--- config.mk ---
export PLATFORM = sky130hd
export DESIGN_NAME = drive_safety_qualifier
export DESIGN_NICKNAME = d
export VERILOG_FILES = /design/src/sv/dsq_pkg.sv /design/src/sv/dsq_classify.sv /design/src/sv/dsq_filter.sv /design/src/sv/drive_safety_qualifier.sv
export SDC_FILE = /design/constraint.sdc
export NUM_CORES = 1
export LEC_CHECK = 0
export ABC_AREA = 1
export BUFFER_PORTS_ARGS = -buffer_cell sky130_fd_sc_hd__buf_2
export CAP_MARGIN = 20
export CELL_PAD_IN_SITES_DETAIL_PLACEMENT = 0
export CELL_PAD_IN_SITES_GLOBAL_PLACEMENT = 1
export CORE_MARGIN = 2
export CORE_UTILIZATION = 44
export DETAILED_ROUTE_END_ITERATION = 12
export PLACE_DENSITY = 0.87
export RECOVER_POWER = 50
export SYNTH_ARGS = -nofsm -noshare
export SYNTH_HDL_FRONTEND = slang
export SYNTH_SLANG_ARGS = --single-unit
export TNS_END_PERCENT = 5
--- constraint.sdc ---
create_clock -name clk -period 9.2 [get_ports clk]
set_input_delay 2.76 -clock clk [delete_from_list [all_inputs] [get_ports clk]]
set_output_delay 2.76 -clock clk [all_outputs]
set_load 0.005 [all_outputs]
--- src/sv/dsq_pkg.sv ---
// ----------------------------------------------------------------------------
// dsq_pkg
// Shared types, codes and reset values for the drive safety qualifier.
// ----------------------------------------------------------------------------
`default_nettype none

package dsq_pkg;

  // Safety classes and states
  localparam logic [1:0] CLS_SAFE  = 2'd0;
  localparam logic [1:0] CLS_WARN  = 2'd1;
  localparam logic [1:0] CLS_LIMP  = 2'd2;
  localparam logic [1:0] CLS_EMERG = 2'd3;

  // Item actions
  localparam logic [1:0] ACT_EVAL  = 2'd0;
  localparam logic [1:0] ACT_CLEAR = 2'd1;
  localparam logic [1:0] ACT_FORCE = 2'd2;

  // Drive event codes
  localparam logic [2:0] EV_STUCK_LEFT  = 3'd1;
  localparam logic [2:0] EV_STUCK_RIGHT = 3'd2;
  localparam logic [2:0] EV_IMBALANCE   = 3'd3;

  // Configuration register indexes
  localparam logic [2:0] REG_CURRENT_LIMP = 3'd0;
  localparam logic [2:0] REG_CURRENT_WARN = 3'd1;
  localparam logic [2:0] REG_TEMP_LIMP    = 3'd2;
  localparam logic [2:0] REG_TEMP_WARN    = 3'd3;
  localparam logic [2:0] REG_LIMP_CONFIRM = 3'd4;
  localparam logic [2:0] REG_WARN_CONFIRM = 3'd5;
  localparam logic [2:0] REG_LIMP_HOLD    = 3'd6;
  localparam logic [2:0] REG_SAFE_SETTLE  = 3'd7;

  localparam int CfgIndexW = 3;
  localparam int CfgDataW  = 16;

  // Configuration reset values
  localparam logic [14:0]        RST_CURRENT_LIMP = 15'd2000;
  localparam logic [14:0]        RST_CURRENT_WARN = 15'd1500;
  localparam logic signed [11:0] RST_TEMP_LIMP    = 12'sd850;
  localparam logic signed [11:0] RST_TEMP_WARN    = 12'sd700;
  localparam logic [7:0]         RST_LIMP_CONFIRM = 8'd3;
  localparam logic [7:0]         RST_WARN_CONFIRM = 8'd2;
  localparam logic [15:0]        RST_LIMP_HOLD    = 16'd1500;
  localparam logic [15:0]        RST_SAFE_SETTLE  = 16'd2000;

  localparam logic [7:0] STREAK_MAX = 8'hFF;

  typedef struct packed {
    logic [1:0]         action;
    logic               fault_flag;
    logic signed [15:0] current_0;
    logic signed [15:0] current_1;
    logic signed [15:0] current_2;
    logic signed [15:0] current_3;
    logic signed [11:0] temp_left;
    logic signed [11:0] temp_right;
    logic [2:0]         drive_event;
    logic [31:0]        now_ms;
    logic [1:0]         forced_state;
  } dsq_in_t;

  typedef struct packed {
    logic [1:0] raw_class;
    logic [1:0] safety_state;
    logic       stable_ok;
    logic       reset_auto_reverse;
  } dsq_out_t;

  typedef struct packed {
    logic [14:0]        current_limp_limit;
    logic [14:0]        current_warn_limit;
    logic signed [11:0] temp_limp_limit;
    logic signed [11:0] temp_warn_limit;
    logic [7:0]         limp_confirm_count;
    logic [7:0]         warn_confirm_count;
    logic [15:0]        limp_hold_ms;
    logic [15:0]        safe_settle_ms;
  } dsq_cfg_t;

  // What the filter needs of a classified item
  typedef struct packed {
    logic [1:0]  action;
    logic [1:0]  raw_class;
    logic [31:0] now_ms;
    logic [1:0]  forced_state;
  } dsq_stage_t;

endpackage

`default_nettype wire

--- src/sv/dsq_classify.sv ---
// ----------------------------------------------------------------------------
// dsq_classify
// Classifies one sample as SAFE, WARN, LIMP or EMERGENCY.
// ----------------------------------------------------------------------------
`default_nettype none

module dsq_classify
  import dsq_pkg::*;
(
  input  wire dsq_in_t  item,
  input  wire dsq_cfg_t cfg,
  output logic [1:0]    raw_class
);

  logic [16:0] mag0, mag1, mag2, mag3;
  logic [16:0] peak01, peak23, peak;
  logic        over_limp, over_warn;

  // Magnitudes are 17 bits so that the most negative current stays exact.
  function automatic logic [16:0] mag17(input logic signed [15:0] v);
    logic signed [16:0] w;
    w = {v[15], v};
    return w[16] ? 17'(-w) : 17'(w);
  endfunction

  always_comb begin
    mag0   = mag17(item.current_0);
    mag1   = mag17(item.current_1);
    mag2   = mag17(item.current_2);
    mag3   = mag17(item.current_3);
    peak01 = (mag0 > mag1) ? mag0 : mag1;
    peak23 = (mag2 > mag3) ? mag2 : mag3;
    peak   = (peak01 > peak23) ? peak01 : peak23;

    over_limp = (peak > {2'b00, cfg.current_limp_limit}) ||
                (item.temp_left > cfg.temp_limp_limit) ||
                (item.temp_right > cfg.temp_limp_limit);
    over_warn = (peak > {2'b00, cfg.current_warn_limit}) ||
                (item.temp_left > cfg.temp_warn_limit) ||
                (item.temp_right > cfg.temp_warn_limit);

    if (item.fault_flag) begin
      raw_class = CLS_EMERG;
    end else if (over_limp || item.drive_event == EV_STUCK_LEFT ||
                 item.drive_event == EV_STUCK_RIGHT) begin
      raw_class = CLS_LIMP;
    end else if (item.drive_event == EV_IMBALANCE || over_warn) begin
      raw_class = CLS_WARN;
    end else begin
      raw_class = CLS_SAFE;
    end
  end

endmodule

`default_nettype wire

--- src/sv/dsq_filter.sv ---
// ----------------------------------------------------------------------------
// dsq_filter
// Safety state filter: confirm streaks, LIMP hold, emergency latch and
// SAFE-stable timing. State advances once for each item that steps.
// ----------------------------------------------------------------------------
`default_nettype none

module dsq_filter
  import dsq_pkg::*;
(
  input  wire              clk,
  input  wire              rst_n,
  input  wire              step,
  input  wire dsq_stage_t  item,
  input  wire dsq_cfg_t    cfg,
  output dsq_out_t         result
);

  logic [1:0]  state_r, state_nxt;
  logic        latch_r, latch_nxt;
  logic [7:0]  limp_streak_r, limp_streak_nxt;
  logic [7:0]  warn_streak_r, warn_streak_nxt;
  logic [31:0] hold_start_r, hold_start_nxt;
  logic        stable_r, stable_nxt;
  logic        started_r, started_nxt;
  logic [31:0] safe_start_r, safe_start_nxt;
  logic        pulse;
  logic [1:0]  raw_out;
  logic [7:0]  limp_inc, warn_inc;
  logic [31:0] hold_elapsed, safe_elapsed;

  always_comb begin
    state_nxt       = state_r;
    latch_nxt       = latch_r;
    limp_streak_nxt = limp_streak_r;
    warn_streak_nxt = warn_streak_r;
    hold_start_nxt  = hold_start_r;
    stable_nxt      = stable_r;
    started_nxt     = started_r;
    safe_start_nxt  = safe_start_r;
    pulse           = 1'b0;
    raw_out         = CLS_SAFE;

    limp_inc = (limp_streak_r == STREAK_MAX) ? STREAK_MAX : limp_streak_r + 8'd1;
    warn_inc = (warn_streak_r == STREAK_MAX) ? STREAK_MAX : warn_streak_r + 8'd1;

    case (item.action)
      ACT_EVAL: begin
        raw_out = item.raw_class;
        if (latch_r || item.raw_class == CLS_EMERG) begin
          latch_nxt       = 1'b1;
          state_nxt       = CLS_EMERG;
          limp_streak_nxt = '0;
          warn_streak_nxt = '0;
          stable_nxt      = 1'b0;
          started_nxt     = 1'b0;
          safe_start_nxt  = '0;
        end else begin
          if (item.raw_class == CLS_LIMP) begin
            warn_streak_nxt = '0;
            limp_streak_nxt = limp_inc;
            if (limp_inc >= cfg.limp_confirm_count) begin
              state_nxt      = CLS_LIMP;
              hold_start_nxt = item.now_ms;
            end
          end else if (item.raw_class == CLS_WARN) begin
            limp_streak_nxt = '0;
            warn_streak_nxt = warn_inc;
            if (warn_inc >= cfg.warn_confirm_count) begin
              state_nxt = CLS_WARN;
            end
          end else begin
            limp_streak_nxt = '0;
            warn_streak_nxt = '0;
          end

          // A confirmed LIMP is kept until its hold time has run out. When
          // this item confirms LIMP itself the state is LIMP already, so the
          // stored start time serves.
          if (state_r == CLS_LIMP && hold_elapsed < {16'd0, cfg.limp_hold_ms}) begin
            state_nxt = CLS_LIMP;
          end

          if (item.raw_class != CLS_SAFE) begin
            stable_nxt     = 1'b0;
            started_nxt    = 1'b0;
            safe_start_nxt = '0;
          end else if (!stable_r) begin
            if (!started_r) begin
              started_nxt    = 1'b1;
              safe_start_nxt = item.now_ms;
            end else if (safe_elapsed >= {16'd0, cfg.safe_settle_ms}) begin
              stable_nxt = 1'b1;
              state_nxt  = CLS_SAFE;
              pulse      = 1'b1;
            end
          end
        end
      end
      ACT_CLEAR: begin
        latch_nxt = 1'b0;
      end
      ACT_FORCE: begin
        state_nxt       = item.forced_state;
        latch_nxt       = latch_r || (item.forced_state == CLS_EMERG);
        limp_streak_nxt = '0;
        warn_streak_nxt = '0;
        stable_nxt      = 1'b0;
        started_nxt     = 1'b0;
        safe_start_nxt  = '0;
      end
      default: begin
      end
    endcase
  end

  assign hold_elapsed = item.now_ms - hold_start_r;
  assign safe_elapsed = item.now_ms - safe_start_r;

  assign result.raw_class          = raw_out;
  assign result.safety_state       = state_nxt;
  assign result.stable_ok          = stable_nxt;
  assign result.reset_auto_reverse = pulse;

  always_ff @(posedge clk) begin
    if (!rst_n) begin
      state_r       <= CLS_SAFE;
      latch_r       <= 1'b0;
      limp_streak_r <= '0;
      warn_streak_r <= '0;
      hold_start_r  <= '0;
      stable_r      <= 1'b0;
      started_r     <= 1'b0;
      safe_start_r  <= '0;
    end else if (step) begin
      state_r       <= state_nxt;
      latch_r       <= latch_nxt;
      limp_streak_r <= limp_streak_nxt;
      warn_streak_r <= warn_streak_nxt;
      hold_start_r  <= hold_start_nxt;
      stable_r      <= stable_nxt;
      started_r     <= started_nxt;
      safe_start_r  <= safe_start_nxt;
    end
  end

endmodule

`default_nettype wire

--- src/sv/drive_safety_qualifier.sv ---
// ----------------------------------------------------------------------------
// drive_safety_qualifier
// Classifies drive samples and filters the class into a safety state.
// ----------------------------------------------------------------------------
//   Channel  Direction  Handshake            Payload
//   in_      input      in_valid / in_ready  dsq_in_t  sample item
//   out_     output     out_valid/out_ready  dsq_out_t result item
//   cfg_     input      cfg_we               cfg_index, cfg_wdata
//
// Each item is classified on the way into the stage register and, when it
// advances, takes the filter's state into the result register. Items
// pass at one item per cycle while the result is not stalled. A stalled
// result holds the result register, and a new item still waits in the
// stage register. Reset is synchronous and restores the register defaults.
// ----------------------------------------------------------------------------
`default_nettype none

module drive_safety_qualifier
  import dsq_pkg::*;
(
  input  wire                    clk,
  input  wire                    rst_n,
  input  wire                    in_valid,
  output logic                   in_ready,
  input  wire dsq_in_t           in_data,
  output logic                   out_valid,
  input  wire                    out_ready,
  output dsq_out_t               out_data,
  input  wire                    cfg_we,
  input  wire [CfgIndexW-1:0]    cfg_index,
  input  wire [CfgDataW-1:0]     cfg_wdata
);

  dsq_cfg_t   cfg_r;
  dsq_stage_t stage_r, stage_nxt;
  logic       stage_valid_r;
  dsq_out_t   out_r, result;
  logic       out_valid_r;
  logic [1:0] raw_class;
  logic       advance;

  always_ff @(posedge clk) begin
    if (!rst_n) begin
      cfg_r.current_limp_limit <= RST_CURRENT_LIMP;
      cfg_r.current_warn_limit <= RST_CURRENT_WARN;
      cfg_r.temp_limp_limit    <= RST_TEMP_LIMP;
      cfg_r.temp_warn_limit    <= RST_TEMP_WARN;
      cfg_r.limp_confirm_count <= RST_LIMP_CONFIRM;
      cfg_r.warn_confirm_count <= RST_WARN_CONFIRM;
      cfg_r.limp_hold_ms       <= RST_LIMP_HOLD;
      cfg_r.safe_settle_ms     <= RST_SAFE_SETTLE;
    end else if (cfg_we) begin
      case (cfg_index)
        REG_CURRENT_LIMP: cfg_r.current_limp_limit <= cfg_wdata[14:0];
        REG_CURRENT_WARN: cfg_r.current_warn_limit <= cfg_wdata[14:0];
        REG_TEMP_LIMP:    cfg_r.temp_limp_limit    <= cfg_wdata[11:0];
        REG_TEMP_WARN:    cfg_r.temp_warn_limit    <= cfg_wdata[11:0];
        REG_LIMP_CONFIRM: cfg_r.limp_confirm_count <= cfg_wdata[7:0];
        REG_WARN_CONFIRM: cfg_r.warn_confirm_count <= cfg_wdata[7:0];
        REG_LIMP_HOLD:    cfg_r.limp_hold_ms       <= cfg_wdata;
        REG_SAFE_SETTLE:  cfg_r.safe_settle_ms     <= cfg_wdata;
        default: begin
        end
      endcase
    end
  end

  dsq_classify u_classify (
    .item      (in_data),
    .cfg       (cfg_r),
    .raw_class (raw_class)
  );

  assign stage_nxt.action       = in_data.action;
  assign stage_nxt.raw_class    = raw_class;
  assign stage_nxt.now_ms       = in_data.now_ms;
  assign stage_nxt.forced_state = in_data.forced_state;

  // The staged item moves on, and updates the state, when the result
  // register is free or being emptied.
  assign advance  = stage_valid_r && (!out_valid_r || out_ready);
  assign in_ready = !stage_valid_r || advance;

  always_ff @(posedge clk) begin
    if (!rst_n) begin
      stage_valid_r <= 1'b0;
    end else if (in_ready) begin
      stage_valid_r <= in_valid;
    end
  end

  always_ff @(posedge clk) begin
    if (in_ready && in_valid) begin
      stage_r <= stage_nxt;
    end
  end

  dsq_filter u_filter (
    .clk    (clk),
    .rst_n  (rst_n),
    .step   (advance),
    .item   (stage_r),
    .cfg    (cfg_r),
    .result (result)
  );

  always_ff @(posedge clk) begin
    if (!rst_n) begin
      out_valid_r <= 1'b0;
    end else if (advance) begin
      out_valid_r <= 1'b1;
    end else if (out_ready) begin
      out_valid_r <= 1'b0;
    end
  end

  always_ff @(posedge clk) begin
    if (advance) begin
      out_r <= result;
    end
  end

  assign out_valid = out_valid_r;
  assign out_data  = out_r;

endmodule

`default_nettype wire

# Yosys cells after proc, flatten, opt, wreduce, memory -nomap -nowiden
# Index checks and enable logic that the tools add are counted.
totals:
  reg_bits: 233
  input_bits: 152
  out_inout_bits: 8
  word_cells: 157
op_classes:
  addsub: 8
  magnitude_cmp: 13
  n_eq_ne: 22
  muxes: 48
  bitwise_logic: 2
  n_reduce_logical: 37
ops:
  columns: ["cell", "count"]
  rows:
  - ["$mux 32", 4]
  - ["$mux 17", 7]
  - ["$neg 16->17", 4]
  - ["$pmux 32 s2", 1]
  - ["$sub 32x32->32", 2]
  - ["$mux 8", 7]
  - ["$gt 17x17->1", 3]
  - ["$gt 12x12->1", 4]
  - ["$gt 17x15->1", 2]
  - ["$ge 32x16->1", 1]
  - ["$lt 32x16->1", 1]
  - ["$pmux 8 s2", 2]
  - ["$mux 2", 10]
  - ["$reduce_and 2->1", 9]
  - ["$add 8x1->8 const B", 2]
  - ["$eq 8x8->1 const B", 2]
  - ["$ge 8x8->1", 2]
  - ["$mux 1", 13]
  - ["$eq 3x2->1 const B", 4]
  - ["$eq 3x3->1 const B", 4]
  - ["$logic_or 1x1->1", 11]
  - ["$eq 2x2->1 const B", 5]
  - ["$ne 4x4->1 const B", 2]
  - ["$eq 3x1->1 const B", 2]
  - ["other kinds (17)", 26]

# Depth between registers and ports, before layout
# Gate-level depths: netlist of the first run.
logic_depth:
  word_depth: 13
  depth_mapped: 49
  mapped_depth_nobuf: 46

# Cells and area by module
# From an unflattened synthesis of the first run, not the netlist that was laid out.
hier_totals:
  hier_cells: 3298
  hier_area_um2: 20726.1
modules_own_cells:
  columns: ["module", "n_inst", "cells_per_inst", "area_per_inst_um2", "seq_area_each_um2"]
  rows:
  - ["dsq_filter", 1, 1778, 10018.4, 1701.6]
  - ["dsq_classify", 1, 921, 5432.7, 0.0]
  - ["drive_safety_qualifier", 1, 599, 5275.1, 3403.3]

# Worst setup path before layout of the first run
# OpenSTA, ideal clock, no wires.
synth_timing:
  path_type: "input-to-reg"
  startpoint: "input port in_data[94] (netlist name)"
  endpoint: "register stage_r[34] (netlist name), data pin"
  setup_ns: 0.253
  t_arrival_ns: 8.125
  path_slack_ns: 0.822
  stages: 44
  cell_sequence: "inv_1 ha_1 inv_1 nor3_1 nand3_1 or4_1 o21ai_1 xnor2_1 inv_1 ha_1 nand2_1 o21ai_0 nand2_1 nand3_1 o21ai_0 o21ai_1 clkbuf_1 o21ai_0 [8 not listed] o211ai_1 nand2_1 inv_1 clkbuf_1 o21ai_0 ha_1 nand2_1 nor2_1 nand3b_1 nand4_1 nand2_1 inv_1 nor2_1 o21ai_0 o41ai_1 and3_1 nand3_1 nand2_1"
synth_via:
  elab_chain_len: 12
  word_cells_on_any_way: 17
  cone_classes: "add/sub (1); order compare (4); mux (5); reduce/logical (7)"
synth_rtl:
  columns: ["element", "line", "rtl"]
  rows:
  - ["start, declared", "drive_safety_qualifier.sv:25", "input wire dsq_in_t in_data,"]
  - ["$neg 16->17", "dsq_classify.sv:23", "return w[16] ? 17'(-w) : 17'(w);"]
  - ["$mux 17 *", "dsq_classify.sv:23", null]
  - ["$gt 17x17->1", "dsq_classify.sv:31", "peak01 = (mag0 > mag1) ? mag0 : mag1;"]
  - ["$mux 17 *", "dsq_classify.sv:31", null]
  - ["$gt 17x17->1", "dsq_classify.sv:33", "peak = (peak01 > peak23) ? peak01 : peak23;"]
  - ["$mux 17 *", "dsq_classify.sv:33", null]
  - ["$gt 17x15->1 (on tied branches)", "dsq_classify.sv:38, dsq_classify.sv:35", null]
  - ["$logic_or 1x1->1 (on tied branches)", "dsq_classify.sv:38, dsq_classify.sv:35", null]
  - ["$logic_or 1x1->1 (on tied branches)", "dsq_classify.sv:39, dsq_classify.sv:36", null]
  - ["$logic_or 1x1->1 (on tied branches)", "dsq_classify.sv:47, dsq_classify.sv:44", null]
  - ["$mux 1 or $logic_or 1x1->1 (tied branches)", "dsq_classify.sv:47, dsq_classify.sv:44", null]
  - ["$mux 1 *", "dsq_classify.sv:44", "end else if (over_limp || item.drive_event == EV_STUCK_LEFT ||"]
  - ["end signal, assigned", "drive_safety_qualifier.sv:94", "stage_r <= stage_nxt;"]
  - ["end, declared", "drive_safety_qualifier.sv:35", "dsq_stage_t stage_r, stage_nxt;"]
# Every way passes the cells marked *; elsewhere a longest branch is shown, timed or not.
# A chain may end at the register's enable or synchronous reset.

# Worst setup path in the final report of the first run
layout_timing:
  startpoint: "input port in_data[93] (netlist name)"
  endpoint: "register stage_r[34] (netlist name), data pin"
# The elaborated chain is that of the path after synthesis.

==> results.py, run 1 <==
metrics = {
    "run_status": {
        "run_status": "finished with violations",
        "violations": "capacitance limit, slew limit",
    },
    "yosys": {
        "ys_warn_count": 0,
        "synthCells": 3053,
        "synthAdderAreaFrac": 0.156,
        "synth_mux_area_frac": 0,
        "ys_seq_elements": 233,
        "synth_flop_cell": "dfxtp_1",
        "synth_edf_count": 44,
        "netlist_area_sq_um": 19800,
        "syn_area_per_cell_sq_um": 6.49,
        "seq_area_frac_synth": 0.258,
        "synth.distinct_cells": 57,
        "async_flop_share": 0,
        "synth_top_family_by_area": "simple AND/OR/NAND/NOR gates",
        "synthXorXnorAreaFrac": 0.0362,
        "synth_compound_area_frac": 0.150,
        "synthSimpleGateAreaFrac": 0.279,
    },
    "final_layout": {
        "fin_area_sq_um": 22400,
        "fillers": 4542,
        "fin_nets": 3609,
        "areaGrowthSynthToFinish_pct": 12.8,
        "final_cells": 3825,
        "n_antenna_cell": 0,
        "drive_gt1_frac": 0.0922,
    },
    "placed_design": {
        "port_buffers": 159,
        "place_area_sq_um": 21400,
        "dp_hpwl_mm": 46.4,
        "dpl.cell_count": 3768,
        "place_congestion": 0.944,
    },
    "pwr": {
        "vdd_drop_max_v": 0.000117,
        "p_seq_frac": 0.350,
        "swShare": 0.336,
        "pwr-share-clk": 0.364,
        "p_switching_uw": 1050,
        "p_comb_frac": 0.286,
        "intPower_uw": 2080,
        "p_leak_uw": 0.0112,
        "power_density_nw_per_um2": 140,
    },
    "worst_setup_path": {
        "r2r_start": "stage_r[2]$_DFFE_PP_",
        "rr_endpoint": "u_filter.state_r[0]$_SDFFE_PN0P_",
        "arrival_ps": 9010,
        "path_max_fanout": 12,
        "crit_top_cell": "nand2_1",
        "critPathMaxStageDelay_ps": 480,
        "path_class": "in2reg",
        "start_kind": "input pin",
        "worstPathRequired_ps": 9530,
        "reg2reg_depth": 27,
        "r2r_slack_ps": 5090,
        "worstSetupEndpointType": "register",
        "worst_path_max_delay_cell": "or4_1",
    },
    "min_path": {
        "min_delay_worst_endpoint": "u_filter.hold_start_r[21]$_SDFFE_PN0P_",
        "hold_path_startpoint": "u_filter.hold_start_r[21]$_SDFFE_PN0P_",
        "min_path_cells": 2,
        "hp-class": "reg2reg",
    },
    "grt": {
        "grt_max_degree": 131,
        "grt_pass1_vias": 18333,
        "grt-ovfl-total": 0,
        "antenna_found_initial": 0,
        "grt_use_total": 0.246,
        "grt_pass1_wl_mm": 93.7,
    },
    "clock_tree": {
        "cts.sinks": 233,
        "numCtsBuffers": 28,
        "clk_latency_ps": 570,
        "cts_tree": "built",
        "cts.htree.levels": 1,
        "root_buffer": "clkbuf_16",
        "path_clk_slew_ps": 60,
        "clockBufferDepth": 3,
    },
    "timing": {
        "final.setup_skew_ps": 34.5,
        "fin_crit_ps": 8680,
        "final_max_slew_viol_count": 212,
        "finalSetupViolations": 0,
        "slew_headroom": -1.85,
        "max_freq_mhz": 115,
        "worst_pin_slew_ps": 4280,
        "period_share": 0.943,
        "hold_viol_final": 0,
    },
    "detailed_routing": {
        "drcViolationCount": 0,
        "dr.pass1.iters": 5,
        "wl_mm": 58.2,
        "wire_per_inst_microns": 15.2,
        "viasPerCell": 5.10,
        "dr_total_vias": 19522,
        "drtAntennaViolNets": 0,
        "drt_iter0_drc": 1396,
    },
    "floorplanning": {
        "die_x_microns": 216,
        "core_sq_um": 44300,
        "die_h_microns": 216,
        "num_io_pins": 160,
        "start_util": 0.447,
        "core.rowCount": 77,
        "die_area_sq_um": 46800,
    },
    "job": {
        "drv_cap": 3,
    },
}
## layer usage
metal  GRT usage  part of all wire  up-vias
met5           0                 0        -
met3      0.0312             0.055       60
met1       0.345              0.48     8888
met4      0.0447             0.015        0
met2       0.408              0.45      436
li1            -                 -    10138
## power groups by stage
stage | clock, uW | combinational, uW | sequential [uW]
after detailed placement | 0 | 869 | 1120
after global placement | 0 | 853 | 1120
after CTS | 1170 | 874 | 1100
after floorplan | 0 | 590 | 1110
final | 1140 | 897 | 1100
after global routing | 1210 | 1020 | 1100
## worst max-delay path, delay by kind of cell
kind / cells / cell delay (ps)
and+or+nand+nor: 19 / 2240
xor gates and xnor gates: 1 / 150
buffers and inverters: 6 / 840
adders and majority gates: 4 / 1050
AOI/OAI and AO/OA: 12 / 1980
## worst max-delay path by stage
stage          depth (start not counted)         from                        end  slack, ps
4_1_cts                               42  in_data[93]  stage_r[34]$_SDFFCE_PP1P_        310
6_report                              42  in_data[93]  stage_r[34]$_SDFFCE_PP1P_        520
5_1_grt                               44  in_data[93]  stage_r[34]$_SDFFCE_PP1P_         -3
2_1_floorplan                         44  in_data[94]  stage_r[34]$_SDFFCE_PP1P_        820
3_3_place_gp                          44  in_data[93]  stage_r[34]$_SDFFCE_PP1P_         30
3_5_place_dp                          42  in_data[93]  stage_r[34]$_SDFFCE_PP1P_       -290
## cell usage in the layout (no fill, tap or decap), types with 6 or more instances in the layout
cell       count
nor3_2        11
nand3b_1      11
conb_1         6
clkinv_1      10
nand4_1       34
clkbuf_16     28
a21oi_1      272
nor2_2         8
a31oi_1        7
buf_2        153
o21bai_1       9
buf_4         25
ha_1         244
nor3_1        19
dfxtp_1      189
nand3_1      138
o21ai_0      163
nand2_2       15
nor4_1         7
nand3_2        6
xnor2_1       15
inv_2          6
xor2_1        66
nand2_1      823
nor2_1       204
o21ai_1       32
o211ai_1      38
edfxtp_1      44
or2_2          7
inv_1        552
clkbuf_1      13
## flip-flops by register name, indices dropped and copies added, names as in the netlist
signal                  flops
cfg_r                     102
stage_r                    38
u_filter.hold_start_r      32
u_filter.safe_start_r      32
u_filter.limp_streak_r      8
u_filter.warn_streak_r      8
out_data                    6
u_filter.state_r            2
out_valid                   1
stage_valid_r               1
u_filter.latch_r            1
u_filter.stable_r           1
u_filter.started_r          1
## cell usage after synthesis (all sizes together), types with 2 or more instances
cell type / n / area, sq um
a211oi: 4 / 30.0
a21o: 2 / 15.0
a21oi: 274 / 1380
a221oi: 2 / 17.5
a31oi: 7 / 43.8
and2: 5 / 31.3
and3: 4 / 25.0
buf: 12 / 60.1
clkbuf: 55 / 208
clkinv: 7 / 26.3
conb: 2 / 7.51
dfxtp: 189 / 3780
edfxtp: 44 / 1320
fa: 2 / 40.0
ha: 244 / 3050
inv: 559 / 2100
nand2: 838 / 3180
nand3: 144 / 751
nand3b: 11 / 82.6
nand4: 34 / 213
nor2: 215 / 852
nor3: 30 / 190
nor3b: 4 / 40.0
nor4: 12 / 106
o2111ai: 2 / 17.5
o211ai: 38 / 285
o21a: 3 / 22.5
o21ai: 198 / 995
o21bai: 9 / 67.6
o221ai: 2 / 17.5
o41ai: 3 / 26.3
or2: 8 / 50.1
xnor2: 16 / 140
xor2: 66 / 578
## metrics by stage
step	util	power (uW)	setup WS, ps	hold slack [ps]	TNS, ps
detailed placement	0.482	1990	-287	445	-489
global placement	0.481	1970	28.6	438	0
global route	0.504	3330	-3.17	470	-3.17
floorplan	-	1700	822	427	0
CTS	0.503	3140	311	454	0
finish	0.504	3140	522	457	0
## cell type report
class / count / area [sq um] / area share
clock inverters: 17 / 204 / 0.00912
clock buffers: 35 / 737 / 0.0330
repair buffers: 188 / 1030 / 0.0462
inverters: 566 / 2130 / 0.0952
flip-flops and latches: 233 / 5100 / 0.228
well taps: 592 / 741 / 0.0331
repair inverters: 3 / 17.5 / 0.000784
multi-input cells: 2191 / 12400 / 0.554
## logic make-up after synthesis
family          Yosys count
simple gates           1306
buf+inv                 633
compound gates          551
fa+ha+maj               246
flops                   233
xor+xnor                 82
other cells               2
## timing repair
item                                    4_1_cts  5_1_grt
resized for setup                             0       33
hold buffers                                  0        0
endpoints found under the setup margin        0        2
buffers inserted                              0        1
No activity file was read; power rests on OpenSTA's default activity.
==> run 2, diff against run 1 <==
==> constraint.sdc (replaced) <==
create_clock -name clk -period 9.5 [get_ports clk]
set_input_delay 2.85 -clock clk [delete_from_list [all_inputs] [get_ports clk]]
set_output_delay 2.85 -clock clk [all_outputs]
set_load 0.005 [all_outputs]
==> results.py, run 2 (synthesis results as in run 1) <==
metrics = {
    "floorplanning": {
        "core_sq_um": 44300,
        "start_util": 0.447,
        "die_x_microns": 216,
        "die_h_microns": 216,
        "die_area_sq_um": 46800,
        "core.rowCount": 77,
        "num_io_pins": 160,
    },
    "grt": {
        "grt_pass1_wl_mm": 93.0,
        "use_met3": 0.0253,
        "busiest_layer": "met2",
        "grt_pass1_vias": 18304,
        "grt-ovfl-total": 0,
        "grt_max_degree": 98,
        "grtUsageMet1": 0.339,
        "use_met2": 0.404,
        "antenna_found_initial": 0,
        "grt_use_total": 0.243,
    },
    "run_status": {
        "run_status": "finished with violations",
        "violations": "capacitance limit, slew limit",
    },
    "final_layout": {
        "final_common_cell": "nand2_1",
        "top_register": "cfg_r",
        "largest_reg_flops": 102,
        "utilization": 0.500,
        "final_cell_mix": "nand2_1, inv_1, a21oi_1",
        "areaGrowthSynthToFinish_pct": 11.9,
        "drive_gt1_frac": 0.0862,
        "n_antenna_cell": 0,
        "top_regs": "cfg_r x102, stage_r x38",
        "final_cells": 3806,
        "fin_nets": 3590,
    },
    "clock_tree": {
        "path_clk_slew_ps": 60,
        "cts.sinks": 233,
        "cts.htree.levels": 1,
        "numCtsBuffers": 29,
        "ctsHoldBuffers": 0,
        "root_buffer": "clkbuf_16",
        "cts_tree": "built",
        "clk_latency_ps": 580,
        "clockBufferDepth": 3,
    },
    "timing": {
        "fin_setup_tns_ps": 0,
        "final.setup_skew_ps": 26.8,
        "final_max_slew_viol_count": 198,
        "period_share": 0.930,
        "worst_pin_slew_ps": 3660,
        "max_freq_mhz": 113,
        "fin_crit_ps": 8840,
        "hold_viol_final": 0,
        "slew_headroom": -1.44,
        "finalSetupViolations": 0,
    },
    "worst_setup_path": {
        "arrival_ps": 9150,
        "crit_top_cell": "nand2_1",
        "start_kind": "input pin",
        "rr_endpoint": "u_filter.state_r[0]$_SDFFE_PN0P_",
        "reg2reg_depth": 27,
        "worst_path_max_delay_cell": "or4_1",
        "path_buf_inv": 6,
        "r2r_slack_ps": 5350,
        "critPathMaxStageDelay_ps": 480,
        "path_max_fanout": 19,
        "path_delay_family": "simple AND/OR/NAND/NOR gates",
        "worstPathRequired_ps": 9810,
        "r2r_start": "stage_r[2]$_DFFE_PP_",
        "worstSetupEndpointType": "register",
        "path_class": "in2reg",
    },
    "pwr": {
        "vdd_drop_max_v": 0.000150,
        "power_density_nw_per_um2": 136,
        "p_leak_uw": 0.0111,
    },
    "min_path": {
        "hold_path_startpoint": "u_filter.hold_start_r[0]$_SDFFE_PN0P_",
        "min_delay_worst_endpoint": "u_filter.hold_start_r[0]$_SDFFE_PN0P_",
        "min_path_cells": 2,
        "hp-class": "reg2reg",
    },
    "placed_design": {
        "dpl.cell_count": 3753,
        "place_congestion": 0.907,
        "dp_hpwl_mm": 46.1,
        "port_buffers": 159,
    },
    "detailed_routing": {
        "dr.pass1.iters": 5,
        "drt_iter0_drc": 1140,
        "viasPerCell": 5.09,
        "dr_total_vias": 19360,
        "wire_per_inst_microns": 15.0,
        "wl_mm": 57.3,
        "drcViolationCount": 0,
        "drtAntennaViolNets": 0,
    },
    "job": {
        "drv_cap": 3,
    },
}
run 2: cell count changes in the layout (fill, tap and decap cells not counted), sizes merged:
cell      delta
bufinv       -2
clkbuf       +5
buf         -16
inv          +3
clkinvlp     -4
clkinv       -5
run 2: tightest hold or removal path, delay by kind of cell, from the launching register on:
| kind | cells | cell delay [ps] |
|---|---|---|
| flip-flops | 1 | 310 |
| AO/OA/AOI/OAI | 1 | 50 |
| buffers and inverters | 1 | 50 |
run 2: repair_timing:
action                                  in CTS  in global routing
hold endpoints to repair                     0                  0
endpoints found under the setup margin       0                  2
gates resized for setup                      0                 21
setup buffers                                0                  0
run 2: worst max path at each step:
| stage | endpoint | cells after the start | slack [ps] | start |
|---|---|---|---|---|
| after global placement | stage_r[34]$_SDFFCE_PP1P_ | 45 | 200 | in_data[77] |
| after floorplan | stage_r[34]$_SDFFCE_PP1P_ | 44 | 1030 | in_data[94] |
| after CTS | stage_r[34]$_SDFFCE_PP1P_ | 45 | 680 | in_data[77] |
| final | stage_r[34]$_SDFFCE_PP1P_ | 43 | 660 | in_data[93] |
| after global routing | stage_r[34]$_SDFFCE_PP1P_ | 44 | -20 | in_data[94] |
| after detailed placement | stage_r[34]$_SDFFCE_PP1P_ | 45 | 80 | in_data[77] |
run 2: layer usage:
metal	up-vias	wire length [microns]
met5	-	0
met1	8760	27600
li1	10099	-
met3	73	2800
met4	0	1160
met2	428	25700
run 2: layout make-up:
class	instances	area, sq um
fill	4566	22100
multi-input combinational	2191	12400
sequential	233	5100
inverter	566	2130
timing repair buffer	171	872
clock buffer	41	831
tap	592	741
clock inverter	12	141
run 2: metrics by stage:
| step | instance area, sq um | worst slack [ps] | hold slack [ps] | total power, uW |
|---|---|---|---|---|
| global placement | 21200 | 203 | 439 | 1870 |
| global route | 22200 | -16.8 | 476 | 3190 |
| finish | 22200 | 663 | 453 | 3010 |
| floorplan | 19800 | 1030 | 427 | 1640 |
| detailed placement | 21200 | 84.2 | 449 | 1900 |
| CTS | 22200 | 684 | 457 | 3020 |
run 2: report_power, final:
| part | switching, uW | internal (uW) |
|---|---|---|
| registers | 24.1 | 1040 |
| clock network | 452 | 666 |
| logic | 529 | 298 |
| total | 1010 | 2000 |
==> run 3, diff against run 2 <==
--- a/config.mk
+++ b/config.mk
@@ -5,13 +5,12 @@
 export SDC_FILE = /design/constraint.sdc
 export NUM_CORES = 1
 export LEC_CHECK = 0
-export ABC_AREA = 1
 export BUFFER_PORTS_ARGS = -buffer_cell sky130_fd_sc_hd__buf_2
 export CAP_MARGIN = 20
 export CELL_PAD_IN_SITES_DETAIL_PLACEMENT = 0
 export CELL_PAD_IN_SITES_GLOBAL_PLACEMENT = 1
 export CORE_MARGIN = 2
-export CORE_UTILIZATION = 44
+export CORE_UTILIZATION = 46
 export DETAILED_ROUTE_END_ITERATION = 12
 export PLACE_DENSITY = 0.87
 export RECOVER_POWER = 50
==> results.py, run 3 <==
metrics = {
    "pwr": {
        "p_comb_frac": 0.302,
        "p_switching_uw": 954,
        "pwr-share-clk": 0.353,
        "swShare": 0.311,
        "intPower_uw": 2120,
        "p_leak_uw": 0.00908,
        "vdd_drop_max_v": 0.000135,
        "power_density_nw_per_um2": 140,
        "p_seq_frac": 0.345,
    },
    "timing": {
        "setup_ws_ps": -2.95,
        "period_share": 1.00,
        "fin_crit_ps": 9500,
        "slew_headroom": -0.961,
        "rsz0062_at_grt": "yes",
        "final.setup_skew_ps": 20.7,
        "max_freq_mhz": 105,
        "hold_viol_final": 0,
        "final_max_slew_viol_count": 158,
        "finalSetupViolations": 1,
        "worst_pin_slew_ps": 2940,
    },
    "final_layout": {
        "fillers": 3817,
        "fin_nets": 3045,
        "final_common_cell": "nand2_1",
        "largest_reg_flops": 102,
        "fin_area_sq_um": 21900,
        "top_regs": "cfg_r x102, stage_r x38",
        "final_cell_mix": "nand2_1, a21oi_1, ha_1",
        "areaGrowthSynthToFinish_pct": 19.1,
        "top_register": "cfg_r",
        "drive_gt1_frac": 0.160,
    },
    "detailed_routing": {
        "drtAntennaViolNets": 0,
        "dr.pass1.iters": 5,
        "drcViolationCount": 0,
        "wire_per_inst_microns": 17.3,
        "dr_total_vias": 17958,
        "drt_iter0_drc": 1200,
        "viasPerCell": 5.62,
        "wl_mm": 55.3,
    },
    "grt": {
        "grt_use_total": 0.260,
        "grt-ovfl-total": 0,
        "grt_max_degree": 77,
        "antenna_found_initial": 4,
        "grt_pass1_wl_mm": 88.4,
        "grt_pass1_vias": 17390,
    },
    "clock_tree": {
        "root_buffer": "clkbuf_16",
        "clockBufferDepth": 3,
        "cts_tree": "built",
        "ctsHoldBuffers": 0,
        "path_clk_slew_ps": 60,
        "cts.sinks": 233,
        "cts.htree.levels": 1,
        "numCtsBuffers": 27,
        "clk_latency_ps": 560,
    },
    "yosys": {
        "synth.distinct_cells": 79,
        "seq_area_frac_synth": 0.277,
        "synth_flop_cell": "dfxtp_1",
        "netlist_top_cells_count": "nand2_1, a21oi_1, ha_1",
        "async_flop_share": 0,
        "yosys-top-cells-area": "dfxtp_1, ha_1, nand2_1, edfxtp_1, a21oi_1",
        "ys_warn_count": 0,
        "synth_edf_count": 44,
        "synthCells": 2391,
        "synth_most_common_cell": "nand2_1",
        "syn_area_per_cell_sq_um": 7.71,
        "synth_top_area_frac": 0.205,
        "netlist_area_sq_um": 18400,
        "yosys.area.top_type": "dfxtp_1",
        "ys_seq_elements": 233,
    },
    "floorplanning": {
        "die_x_microns": 204,
        "die_h_microns": 204,
        "core_sq_um": 39600,
        "die_area_sq_um": 41700,
        "core.rowCount": 73,
        "num_io_pins": 160,
        "start_util": 0.465,
    },
    "placed_design": {
        "port_buffers": 159,
        "post-place-ws_ps": -498,
        "place_area_sq_um": 20800,
        "dp_hpwl_mm": 43.3,
        "place_congestion": 0.996,
    },
    "run_status": {
        "violations": "capacitance limit, slew limit, setup timing",
        "run_status": "finished with violations",
    },
    "worst_setup_path": {
        "worst_path_max_delay_cell": "a2111oi_4",
        "worstSetupEndpointType": "register",
        "critPathMaxStageDelay_ps": 500,
        "path_class": "in2reg",
        "path_max_fanout": 8,
        "worstPathRequired_ps": 9790,
        "arrival_ps": 9800,
        "start_kind": "input pin",
    },
    "job": {
        "drv_cap": 3,
    },
    "min_path": {
        "hp-class": "reg2reg",
    },
}
[run 3: cell types whose count changed in the layout (fill, tap and decap cells not counted), sizes merged, moves of 72 or more]
cell   delta
buf     +147
inv     -346
nand2   -441
nand3    -72
nor2     -86
o21ai   -113
[run 3: cell families after synthesis]
kind of cell	synth area share
flip-flops	0.277
other	0.000408
AO/OA/AOI/OAI	0.223
buffers and inverters	0.0644
AND/OR/NAND/NOR	0.205
adder cells (fa/ha/maj)	0.168
multiplexers	0.0137
XOR/XNOR	0.0485
[run 3: repair_timing]
action | CTS | global route
setup buffers | 0 | 5
gates resized for setup | 0 | 32
endpoints found under the setup margin | 0 | 2
[run 3: worst paths after layout]
check | start | end | slack, ps | cells after the start
min reg2reg | u_filter.safe_start_r[16]$_SDFFE_PN0P_ | u_filter.safe_start_r[16]$_SDFFE_PN0P_ | 450 | 2
min | u_filter.safe_start_r[16]$_SDFFE_PN0P_ | u_filter.safe_start_r[16]$_SDFFE_PN0P_ | 450 | 2
max reg2reg | stage_r[2]$_DFFE_PP_ | out_data[2]$_DFFE_PP_ | 3810 | 23
max | in_data[77] | stage_r[34]$_SDFFCE_PP1P_ | -3 | 38
[run 3: worst max-delay path, delay by kind of cell]
kind	cells	cell delay [ps]
AND/OR/NAND/NOR	9	1440
AO/OA/AOI/OAI	21	3960
XOR/XNOR	1	230
adder cells (fa/ha/maj)	3	660
multiplexers	1	350
buffers and inverters	3	320
[run 3: metal layers]
metal | vias to the layer above | GRT usage | part of all wire
li1 | 9016 | - | -
met1 | 8430 | 0.345 | 0.46
met2 | 432 | 0.442 | 0.47
met3 | 78 | 0.0301 | 0.051
met4 | 2 | 0.0751 | 0.022
met5 | - | 0 | 0.00024
[run 3: stage by stage]
stage	instances	setup TNS (ps)	hold WS, ps	power (uW)	util
after detailed placement	3134	-970	444	1950	0.524
after CTS	3182	0	452	3050	0.547
after global routing	3193	-767	470	3230	0.553
after floorplan	2395	-18.4	432	1620	-
after global placement	3133	-650	438	1940	0.524
final	3195	-2.95	449	3070	0.554
[run 3: power groups by stage]
stage / registers, uW / logic [uW] / clock network [uW]
finish: 1060 / 929 / 1080
global route: 1060 / 1030 / 1140
CTS: 1060 / 882 / 1110
floorplan: 1070 / 553 / 0
detailed placement: 1080 / 875 / 0
global placement: 1080 / 857 / 0
[run 3: layout make-up]
type	count	area, sq um	area share
tap	525	657	0.0299
clock inverter	11	163	0.00741
sequential	233	5100	0.233
multi-input combinational	1851	12400	0.567
inverter	216	812	0.0370
antenna	4	10.0	0.000456
clock buffer	37	753	0.0343
timing repair buffer	318	2000	0.0911
